File: config.mk
export PLATFORM = sky130hd
export DESIGN_NAME = cisc_integer_alu_with_flags
export DESIGN_NICKNAME = d
export VERILOG_FILES = /design/src/hdl/ciaf_pkg.sv /design/src/hdl/ciaf_front.sv /design/src/hdl/ciaf_back.sv /design/src/hdl/cisc_integer_alu_with_flags.sv
export SDC_FILE = /design/constraint.sdc
export NUM_CORES = 2
export LEC_CHECK = 0
export BUFFER_PORTS_ARGS = -buffer_cell sky130_fd_sc_hd__buf_4
export CAP_MARGIN = 0
export CORE_ASPECT_RATIO = 1.25
export CORE_MARGIN = 3
export CORE_UTILIZATION = 33
export CTS_BUF_LIST = sky130_fd_sc_hd__clkbuf_4 sky130_fd_sc_hd__clkbuf_8 sky130_fd_sc_hd__clkbuf_16
export CTS_CLUSTER_SIZE = 28
export DETAILED_ROUTE_END_ITERATION = 6
export SLEW_MARGIN = 10
export SYNTH_ARGS = -nofsm -noshare
export SYNTH_HDL_FRONTEND = slang
export SYNTH_SLANG_ARGS = --single-unit
File: constraint.sdc
create_clock -name clk -period 16.85 [get_ports clk]
set_clock_uncertainty 0.1 [all_clocks]
set_input_delay 0 -clock clk [delete_from_list [all_inputs] [get_ports clk]]
set_output_delay 0 -clock clk [all_outputs]
set_load 0.1 [all_outputs]
File: src/hdl/ciaf_pkg.sv
package ciaf_pkg;

  typedef enum logic [4:0] {
    CMD_ADD  = 5'd0,
    CMD_ADDQ = 5'd1,
    CMD_ADDX = 5'd2,
    CMD_ADDA = 5'd3,
    CMD_SUB  = 5'd4,
    CMD_SUBQ = 5'd5,
    CMD_SUBA = 5'd6,
    CMD_CMP  = 5'd7,
    CMD_CMPA = 5'd8,
    CMD_NEG  = 5'd9,
    CMD_CLR  = 5'd10,
    CMD_EXT  = 5'd11,
    CMD_MULU = 5'd12,
    CMD_MULS = 5'd13,
    CMD_DIVU = 5'd14,
    CMD_DIVS = 5'd15,
    CMD_TAS  = 5'd16
  } cmd_t;

  typedef enum logic [1:0] {
    SZ_BYTE = 2'd0,
    SZ_WORD = 2'd1,
    SZ_LONG = 2'd2,
    SZ_LONG3 = 2'd3
  } size_code_t;

  // Operation class chosen at the front end
  typedef enum logic [2:0] {
    CL_NOP,
    CL_SIMPLE,
    CL_MUL,
    CL_DIV
  } op_class_t;

  typedef struct packed {
    logic [4:0]  command;
    logic [1:0]  size_code;
    logic [31:0] source_value;
    logic [31:0] dest_value;
    op_class_t   op_class;
  } work_t;

  typedef struct packed {
    logic [31:0] result_value;
    logic        write_back;
    logic [4:0]  flags;
    logic        divide_fault;
  } result_t;

  localparam int QueueDepth = 2;
  localparam int QueuePtrW = 1;
  localparam int DivSteps = 32;
  localparam logic [31:0] HiWordMask = 32'hFFFF0000;
  localparam logic [31:0] LoWordMask = 32'h0000FFFF;

  localparam int FX = 4;
  localparam int FN = 3;
  localparam int FZ = 2;
  localparam int FV = 1;
  localparam int FC = 0;

  typedef enum logic [1:0] {
    ST_IDLE,
    ST_MUL,
    ST_DIV,
    ST_DONE
  } state_t;

  function automatic logic [31:0] size_mask(input logic [1:0] sz);
    logic [31:0] m;
    unique case (sz)
      SZ_BYTE: m = 32'h0000_00FF;
      SZ_WORD: m = LoWordMask;
      default: m = 32'hFFFF_FFFF;
    endcase
    return m;
  endfunction

  function automatic logic [31:0] sext16(input logic [31:0] v);
    return {{16{v[15]}}, v[15:0]};
  endfunction

endpackage

File: src/hdl/ciaf_front.sv
module ciaf_front import ciaf_pkg::*; (
  input  logic        clk,
  input  logic        rst,
  input  logic        push,
  output logic        full,
  input  logic [4:0]  command,
  input  logic [1:0]  size_code,
  input  logic [31:0] source_value,
  input  logic [31:0] dest_value,
  output logic        q_valid,
  output work_t       q_data,
  input  logic        q_take
);

  work_t             mem [QueueDepth];
  logic [QueuePtrW-1:0] wr_ptr, rd_ptr;
  logic [QueuePtrW:0]   count;
  op_class_t         cls;
  logic              do_push, do_pop;

  always_comb begin
    priority if (command == CMD_MULU || command == CMD_MULS) begin
      cls = CL_MUL;
    end else if (command == CMD_DIVU || command == CMD_DIVS) begin
      cls = CL_DIV;
    end else if (command <= CMD_TAS) begin
      cls = CL_SIMPLE;
    end else begin
      cls = CL_NOP;
    end
  end

  assign full    = (count == (QueuePtrW+1)'(QueueDepth));
  assign q_valid = (count != '0);
  assign do_push = push && !full;
  assign do_pop  = q_take && q_valid;
  assign q_data  = mem[rd_ptr];

  always_ff @(posedge clk) begin
    if (do_push) begin
      mem[wr_ptr] <= '{command, size_code, source_value, dest_value, cls};
    end
  end

  always_ff @(posedge clk) begin
    if (rst) begin
      wr_ptr <= '0;
      rd_ptr <= '0;
      count  <= '0;
    end else begin
      if (do_push) wr_ptr <= wr_ptr + 1'b1;
      if (do_pop) rd_ptr <= rd_ptr + 1'b1;
      count <= count + (QueuePtrW+1)'(do_push) - (QueuePtrW+1)'(do_pop);
    end
  end

`ifndef SYNTHESIS
  a_no_overfill: assert property (@(posedge clk) disable iff (rst)
    count <= (QueuePtrW+1)'(QueueDepth)) else $error("queue overfilled");
  a_full_blocks: assert property (@(posedge clk) disable iff (rst)
    full && !do_pop |=> $stable(wr_ptr)) else $error("write while full");
  a_empty_pop: assert property (@(posedge clk) disable iff (rst)
    !q_valid |=> $stable(rd_ptr)) else $error("read while empty");
`endif

endmodule

File: src/hdl/ciaf_back.sv
module ciaf_back import ciaf_pkg::*; (
  input  logic    clk,
  input  logic    rst,
  input  logic    q_valid,
  input  work_t   q_data,
  output logic    q_take,
  output logic    res_valid,
  output result_t res_data,
  input  logic    res_take
);

  state_t      state, state_next;
  work_t       w;
  logic [4:0]  flags;
  result_t     out_reg;
  logic        out_full;

  // multiplier operands and product register
  logic [15:0] mul_a, mul_b;
  logic [31:0] prod;
  logic        mul_neg;

  // restoring divider
  logic [31:0] div_rem_q;
  logic [16:0] div_part;
  logic [15:0] div_ub;
  logic [5:0]  div_cnt;
  logic        qneg, rneg;
  logic [17:0] trial;

  logic        start, finish;
  result_t     simple_res, mul_res, div_res, fin_res;

  assign q_take = (state == ST_IDLE) && q_valid;
  assign start  = q_take;

  always_comb begin
    state_next = state;
    unique case (state)
      ST_IDLE: if (q_valid) begin
        if (q_data.op_class == CL_MUL) state_next = ST_MUL;
        else if (q_data.op_class == CL_DIV && q_data.source_value[15:0] != '0)
          state_next = ST_DIV;
        else state_next = ST_DONE;
      end
      ST_MUL: state_next = ST_DONE;
      ST_DIV: if (div_cnt == 6'(DivSteps)) state_next = ST_DONE;
      ST_DONE: if (!out_full || res_take) state_next = ST_IDLE;
      default: state_next = ST_IDLE;
    endcase
  end

  assign finish = (state == ST_DONE) && (!out_full || res_take);

  always_ff @(posedge clk) begin
    if (rst) state <= ST_IDLE;
    else state <= state_next;
  end

  // latch item on take
  always_ff @(posedge clk) begin
    if (start) begin
      w       <= q_data;
      mul_a   <= (q_data.command == CMD_MULS && q_data.source_value[15])
                 ? 16'(-q_data.source_value[15:0]) : q_data.source_value[15:0];
      mul_b   <= (q_data.command == CMD_MULS && q_data.dest_value[15])
                 ? 16'(-q_data.dest_value[15:0]) : q_data.dest_value[15:0];
      mul_neg <= (q_data.command == CMD_MULS)
                 && (q_data.source_value[15] ^ q_data.dest_value[15]);
    end
  end

  // multiply: one 16x16 product, sign fix applied in the done stage
  always_ff @(posedge clk) begin
    if (state == ST_MUL) prod <= 32'(mul_a) * 32'(mul_b);
  end

  assign trial   = {1'b0, div_part} * 18'd2 + 18'(div_rem_q[31]) - 18'(div_ub);

  always_ff @(posedge clk) begin
    if (start) begin
      div_cnt  <= '0;
      div_part <= '0;
      if (q_data.command == CMD_DIVS) begin
        rneg      <= q_data.dest_value[31];
        div_rem_q <= q_data.dest_value[31] ? -q_data.dest_value : q_data.dest_value;
        div_ub    <= q_data.source_value[15] ? 16'(-q_data.source_value[15:0])
                                             : q_data.source_value[15:0];
        qneg      <= q_data.dest_value[31] ^ q_data.source_value[15];
      end else begin
        rneg      <= 1'b0;
        qneg      <= 1'b0;
        div_rem_q <= q_data.dest_value;
        div_ub    <= q_data.source_value[15:0];
      end
    end else if (state == ST_DIV && div_cnt != 6'(DivSteps)) begin
      div_cnt <= div_cnt + 1'b1;
      if (!trial[17]) begin
        div_part  <= trial[16:0];
        div_rem_q <= {div_rem_q[30:0], 1'b1};
      end else begin
        div_part  <= {div_part[15:0], div_rem_q[31]};
        div_rem_q <= {div_rem_q[30:0], 1'b0};
      end
    end
  end

  // simple ops
  always_comb begin
    logic [31:0] m, msb, am, bm, q, r, s32, dres;
    logic [32:0] sum;
    logic [4:0]  f;
    logic        x;
    m   = size_mask(w.size_code);
    msb = m ^ (m >> 1);
    x   = flags[FX];
    f   = flags;
    q   = w.source_value;
    r   = '0;
    sum = '0;
    am  = '0;
    bm  = '0;
    s32 = (w.size_code[1]) ? w.source_value : sext16(w.source_value);
    dres = w.dest_value;
    simple_res = '{w.dest_value, 1'b0, flags, 1'b0};
    if (w.command == CMD_ADDQ || w.command == CMD_SUBQ) begin
      q = {29'd0, w.source_value[2:0]};
      if (q == '0) q = 32'd8;
    end
    if (w.op_class == CL_SIMPLE) begin
      unique case (w.command)
        CMD_ADD, CMD_ADDQ, CMD_ADDX: begin
          am  = w.dest_value & m;
          bm  = q & m;
          sum = {1'b0, am} + {1'b0, bm}
                + 33'(w.command == CMD_ADDX && x);
          r   = sum[31:0] & m;
          f[FC] = (({1'b0, m} ^ 33'h1_FFFF_FFFF) & sum) != '0;
          f[FV] = (((w.dest_value ^ r) & (q ^ r)) & msb) != '0;
          f[FN] = (r & msb) != '0;
          if (w.command == CMD_ADDX) f[FZ] = ((r & m) == '0) ? flags[FZ] : 1'b0;
          else f[FZ] = ((r & m) == '0);
          f[FX] = f[FC];
          simple_res = '{(w.dest_value & ~m) | r, 1'b1, f, 1'b0};
        end
        CMD_SUB, CMD_SUBQ, CMD_NEG, CMD_CMP, CMD_CMPA: begin
          if (w.command == CMD_NEG) begin
            am = '0; bm = w.dest_value;
          end else if (w.command == CMD_CMPA) begin
            am = w.dest_value; bm = s32; m = '1; msb = 32'h8000_0000;
          end else begin
            am = w.dest_value; bm = q;
          end
          r     = ((am & m) - (bm & m)) & m;
          f[FC] = (bm & m) > (am & m);
          f[FV] = (((am ^ bm) & (am ^ r)) & msb) != '0;
          f[FN] = (r & msb) != '0;
          f[FZ] = (r == '0);
          if (w.command == CMD_CMP || w.command == CMD_CMPA) begin
            f[FX] = x;
            simple_res = '{w.dest_value, 1'b0, f, 1'b0};
          end else begin
            f[FX] = f[FC];
            simple_res = '{(w.dest_value & ~m) | r, 1'b1, f, 1'b0};
          end
        end
        CMD_ADDA, CMD_SUBA: begin
          dres = (w.command == CMD_ADDA) ? w.dest_value + s32 : w.dest_value - s32;
          simple_res = '{dres, 1'b1, flags, 1'b0};
        end
        CMD_CLR: simple_res = '{w.dest_value & ~m, 1'b1, {x, 4'b0100}, 1'b0};
        CMD_EXT: begin
          if (w.size_code[1]) begin
            r = sext16(w.dest_value);
            simple_res = '{r, 1'b1, {x, r[31], r == '0, 2'b00}, 1'b0};
          end else begin
            r = {16'd0, {8{w.dest_value[7]}}, w.dest_value[7:0]};
            simple_res = '{(w.dest_value & HiWordMask) | r, 1'b1,
                           {x, r[15], r[15:0] == '0, 2'b00}, 1'b0};
          end
        end
        CMD_TAS: simple_res = '{w.dest_value | 32'h80, 1'b0,
                   {x, w.dest_value[7], w.dest_value[7:0] == '0, 2'b00}, 1'b0};
        default: simple_res = '{w.dest_value, 1'b0, flags, 1'b0};
      endcase
    end
  end

  always_comb begin
    logic [31:0] p;
    p = mul_neg ? -prod : prod;
    mul_res = '{p, 1'b1, {flags[FX], p[31], p == '0, 2'b00}, 1'b0};
  end

  always_comb begin
    logic [31:0] qq, rr;
    logic [15:0] qo, ro;
    logic        ovf;
    qq  = div_rem_q;
    rr  = {15'd0, div_part};
    ovf = (w.command == CMD_DIVS) ? (qneg ? (qq > 32'h8000) : (qq > 32'h7FFF))
                                  : (qq > LoWordMask);
    qo  = qneg ? 16'(-qq) : qq[15:0];
    ro  = rneg ? 16'(-rr) : rr[15:0];
    if (w.source_value[15:0] == '0) begin
      div_res = '{w.dest_value, 1'b0, flags, 1'b1};
    end else if (ovf) begin
      div_res = '{w.dest_value, 1'b0, {flags[4:2], 2'b10}, 1'b0};
    end else begin
      div_res = '{{ro, qo}, 1'b1, {flags[FX], qo[15], qo == '0, 2'b00}, 1'b0};
    end
  end

  always_comb begin
    unique case (w.op_class)
      CL_MUL:  fin_res = mul_res;
      CL_DIV:  fin_res = div_res;
      default: fin_res = simple_res;
    endcase
  end

  always_ff @(posedge clk) begin
    if (rst) begin
      flags    <= '0;
      out_full <= 1'b0;
    end else begin
      if (finish) begin
        flags    <= fin_res.flags;
        out_full <= 1'b1;
      end else if (res_take) begin
        out_full <= 1'b0;
      end
    end
  end

  always_ff @(posedge clk) begin
    if (finish) out_reg <= fin_res;
  end

  assign res_valid = out_full;
  assign res_data  = out_reg;

`ifndef SYNTHESIS
  a_take_idle: assert property (@(posedge clk) disable iff (rst)
    q_take |-> state == ST_IDLE) else $error("take outside idle");
  a_div_bound: assert property (@(posedge clk) disable iff (rst)
    state == ST_DIV |-> div_cnt <= 6'(DivSteps)) else $error("divide overran");
  a_fin_full: assert property (@(posedge clk) disable iff (rst)
    finish |=> out_full) else $error("result lost");
`endif

endmodule

File: src/hdl/cisc_integer_alu_with_flags.sv
// Integer ALU with X N Z V C flags, queue-style ports on both sides. A front
// queue of two entries takes items and sorts them into simple, multiply, divide
// or no-op; the execute unit works on one item at a time and holds its result
// in a single output register until it is popped. With the execute unit idle
// and the output register free, simple ops, unknown commands and divides by
// zero go straight from the idle state to the done state, multiply passes
// through one 16x16 product stage and divide through a restoring divider
// retiring one quotient bit per cycle, 32 bits in all. The next item is taken
// the cycle after a result is loaded; an unpopped result holds the execute
// unit. Flags persist between items; reset clears them.
module cisc_integer_alu_with_flags import ciaf_pkg::*; (
  input  logic        clk,
  input  logic        rst,
  input  logic        push,
  output logic        full,
  input  logic [4:0]  command,
  input  logic [1:0]  size_code,
  input  logic [31:0] source_value,
  input  logic [31:0] dest_value,
  output logic        empty,
  input  logic        pop,
  output logic [31:0] result_value,
  output logic        write_back,
  output logic        flag_extend,
  output logic        flag_negative,
  output logic        flag_zero,
  output logic        flag_overflow,
  output logic        flag_carry,
  output logic        divide_fault
);

  logic    q_valid, q_take, res_valid;
  work_t   q_data;
  result_t res_data;

  ciaf_front u_front (
    .clk, .rst, .push, .full, .command, .size_code, .source_value,
    .dest_value, .q_valid, .q_data, .q_take
  );

  ciaf_back u_back (
    .clk, .rst, .q_valid, .q_data, .q_take, .res_valid, .res_data,
    .res_take (pop && res_valid)
  );

  assign empty         = !res_valid;
  assign result_value  = res_data.result_value;
  assign write_back    = res_data.write_back;
  assign flag_extend   = res_data.flags[FX];
  assign flag_negative = res_data.flags[FN];
  assign flag_zero     = res_data.flags[FZ];
  assign flag_overflow = res_data.flags[FV];
  assign flag_carry    = res_data.flags[FC];
  assign divide_fault  = res_data.divide_fault;

endmodule
==> qor.yml <==
post_cts_buffers: 0
setup-tns-final_ns: 0
place_congestion: 0.969
core_area_sq_um: 110000
syn-cell-area_sq_um: 36700
path_class: "reg -> reg"
yosys_most_used_dff: "edfxtp_1"
synth-seq-cells: 406
slew_headroom_pct: 24.8
tightest_slew_ns: 1.13
die_area_sq_um: 115000
drc: 0
timing_hold_violations_final: 0
cts_buffer_depth: 3
htree_levels: 2
r2r_setup_slack_ns: 9.72
status: "finished, final reports clean"
clock_latency_ns: 0.60
dp_hpwl_mm: 95.6
start_util_pct: 33.3
wl_per_cell_microns: 21.9
die_y_microns: 379
fin_crit_sh_pct: 42.3
fillers: 11200
io_pins: 116
drt_iter0_drc: 3035
holdPathEnd: "u_front.mem[0][5]$_DFFE_PP_"
grt_usage_pct: 20.7
synth.avg_cell_area_sq_um: 9.15
worst_r2r_path_depth: 22
async_flop_share_pct: 0
vias: 31100
clkSlewWorstSetupHoldPaths_ns: 0.06
dr.pass1.iters: 6
viasPerCell: 5.56
hp-class: "in -> reg"
multi_input_area_sq_um: 22900
cp-end-kind: "register"
fp.dieW_microns: 304
netlist.area_leader.share_pct: 30.3
cp_max_fo: 16
cp_data_arrival_time_ns: 7.37
cts_tree: "built"
synth_edf_count: 370
final_net_count: 4626
cts-buffers-inserted: 45
cts-resized-gates: 0
max_freq_ghz: 0.140
post-route-min-period_ns: 7.13
io_buffers: 115
drtAntennaViolNets: 0
area_delta_synth_final_pct: 12.9
overflow: 0
rsz0062_at_grt: "false"
num_rows: 136
antenna_found_initial: 4
finalWirelength_mm: 123
slew_violations: 0
cp.required_ns: 17.09
yosysWarnings: 0
r2r-start: "u_back.mul_a[5]$_DFFE_PP_"
seq_area_sq_um: 11800
cts_root_buf: "clkbuf_16"
setup_viol: 0
syn_nets: 4517
whs_path_depth: 2
grt_pass1_vias: 30300
drive_gt1_share_pct: 8.13
diodes: 0
grt_max_degree: 79
drv_cap: 0
ys_types: 99
synth_top_cell_by_area: "edfxtp_1"
start_kind: "register"
synth_area_leaders: "edfxtp_1 (30%), fa_1 (11%), ha_1 (7.8%), nand2_1 (4.6%), xnor2_1 (4.3%)"
cts_hold_buf: 90
grt_pass1_wl_mm: 185
synthCells: 4013
hold_start: "dest_value[2]"
cts_sinks: 406
reg2reg_to: "u_back.prod[30]$_DFFE_PN_"
seq_area_frac_synth_pct: 32.2
==> flip-flops by register name (all words and copies together), names as in the netlist, named ones only <==
name,flops
u_back.div_cnt,6
u_back.div_part,17
u_back.div_rem_q,32
u_back.div_ub,16
u_back.flags,5
u_back.mul_a,15
u_back.mul_b,16
u_back.mul_neg,1
u_back.prod,32
u_back.qneg,1
u_back.res_data,39
u_back.res_valid,1
u_back.rneg,1
u_back.state,2
u_back.w,71
u_front.count,2
u_front.mem,146
u_front.rd_ptr,1
u_front.wr_ptr,1
==> worst max-delay path: stages (launching register included) <==
cell,delay [ns]
edfxtp_1,0.76
nand2_1,0.17
fa_1,0.56
inv_1,0.05
fa_1,0.53
inv_1,0.05
fa_1,0.51
fa_1,0.43
fa_1,0.54
inv_1,0.05
fa_1,0.47
ha_1,0.36
a21o_1,0.17
a21oi_1,0.19
nor2b_1,0.07
a31oi_1,0.17
o211ai_1,0.19
a31oi_1,0.32
o21ai_0,0.17
a21o_1,0.25
or3_1,0.34
a311oi_1,0.29
xnor2_1,0.10
==> cell type report <==
type,count,share of cell area (%)
multi-input combinational,3052,55.1
sequential,406,28.5
timing repair buffer,246,5.00
tap,1449,4.37
inverter,371,3.37
clock buffer,50,2.85
clock inverter,33,0.730
==> cells in the final DEF (no fill, tap or decap), types with 78 or more instances in the layout <==
| cell type | n |
|---|---|
| nor2_1 | 264 |
| fa_1 | 199 |
| inv_1 | 368 |
| ha_1 | 230 |
| and3_1 | 78 |
| and2_1 | 135 |
| a21oi_1 | 239 |
| nand2_1 | 447 |
| nor3_1 | 85 |
| xnor2_1 | 179 |
| buf_4 | 156 |
| edfxtp_1 | 370 |
| dlygate4sd3_1 | 90 |
| o21ai_0 | 221 |
==> per-stage QoR <==
| stage | worst slack (ns) | cells | util, % | area (sq um) | hold slack, ns |
|---|---|---|---|---|---|
| 2_1_floorplan | 10.35 | 4013 | - | 36700 | -0.0284 |
| 3_3_place_gp | 9.84 | 5434 | 35.4 | 39100 | 0.0855 |
| 3_5_place_dp | 9.76 | 5434 | 35.4 | 39100 | 0.0874 |
| 4_1_cts | 9.74 | 5607 | 37.6 | 41500 | 0.00116 |
| 5_1_grt | 9.32 | 5607 | 37.6 | 41500 | 0.0182 |
| 6_report | 9.72 | 5607 | 37.6 | 41500 | 0.0358 |
==> cells by family after synthesis <==
kind of cell | count (synthesis) | share of synthesized area, %
and+or+nand+nor | 1337 | 17.9
AOI/OAI and AO/OA | 923 | 16.3
buffers and inverters | 555 | 5.72
adders and majority gates | 430 | 18.7
DFF | 406 | 32.2
xor gates and xnor gates | 256 | 6.11
muxes | 106 | 3.04
==> synthesized netlist by cell type (65+ instances only) <==
library cell  count
nand3_1          68
nor2_1          265
o21ai_0         223
xnor2_1         180
fa_1            199
a21oi_1         239
clkbuf_1        166
ha_1            230
edfxtp_1        370
xor2_1           76
inv_1           370
and2_1          135
nor3_1           89
nand2_1         447
a21o_1           65
and3_1           79
==> metal layers <==
layer | routed length (microns) | share of wire, % | track usage (%) | up-vias
li1 | - | - | - | 14400
met1 | 49000 | 40 | 25.8 | 15100
met5 | 0 | 0 | 0 | -
met2 | 57600 | 47 | 34.7 | 1273
met3 | 8640 | 7.0 | 2.71 | 319
met4 | 7710 | 6.3 | 11.3 | 0
==> worst max path at each step <==
stage	endpoint	cells after the start	startpoint	slack [ns]
after floorplan	u_back.prod[30]$_DFFE_PN_	23	u_back.mul_a[5]$_DFFE_PP_	10.35
after global placement	u_back.prod[30]$_DFFE_PN_	19	u_back.mul_a[10]$_DFFE_PP_	9.84
after detailed placement	u_back.prod[31]$_DFFE_PN_	23	u_back.mul_a[13]$_DFFE_PP_	9.76
after CTS	u_back.prod[31]$_DFFE_PN_	23	u_back.mul_a[13]$_DFFE_PP_	9.74
after global routing	u_back.prod[30]$_DFFE_PN_	22	u_back.mul_a[5]$_DFFE_PP_	9.32
final	u_back.prod[30]$_DFFE_PN_	22	u_back.mul_a[5]$_DFFE_PP_	9.72
Power is not shown: default switching activity piles up to over one toggle a cycle in this logic, so the estimate is an artifact.
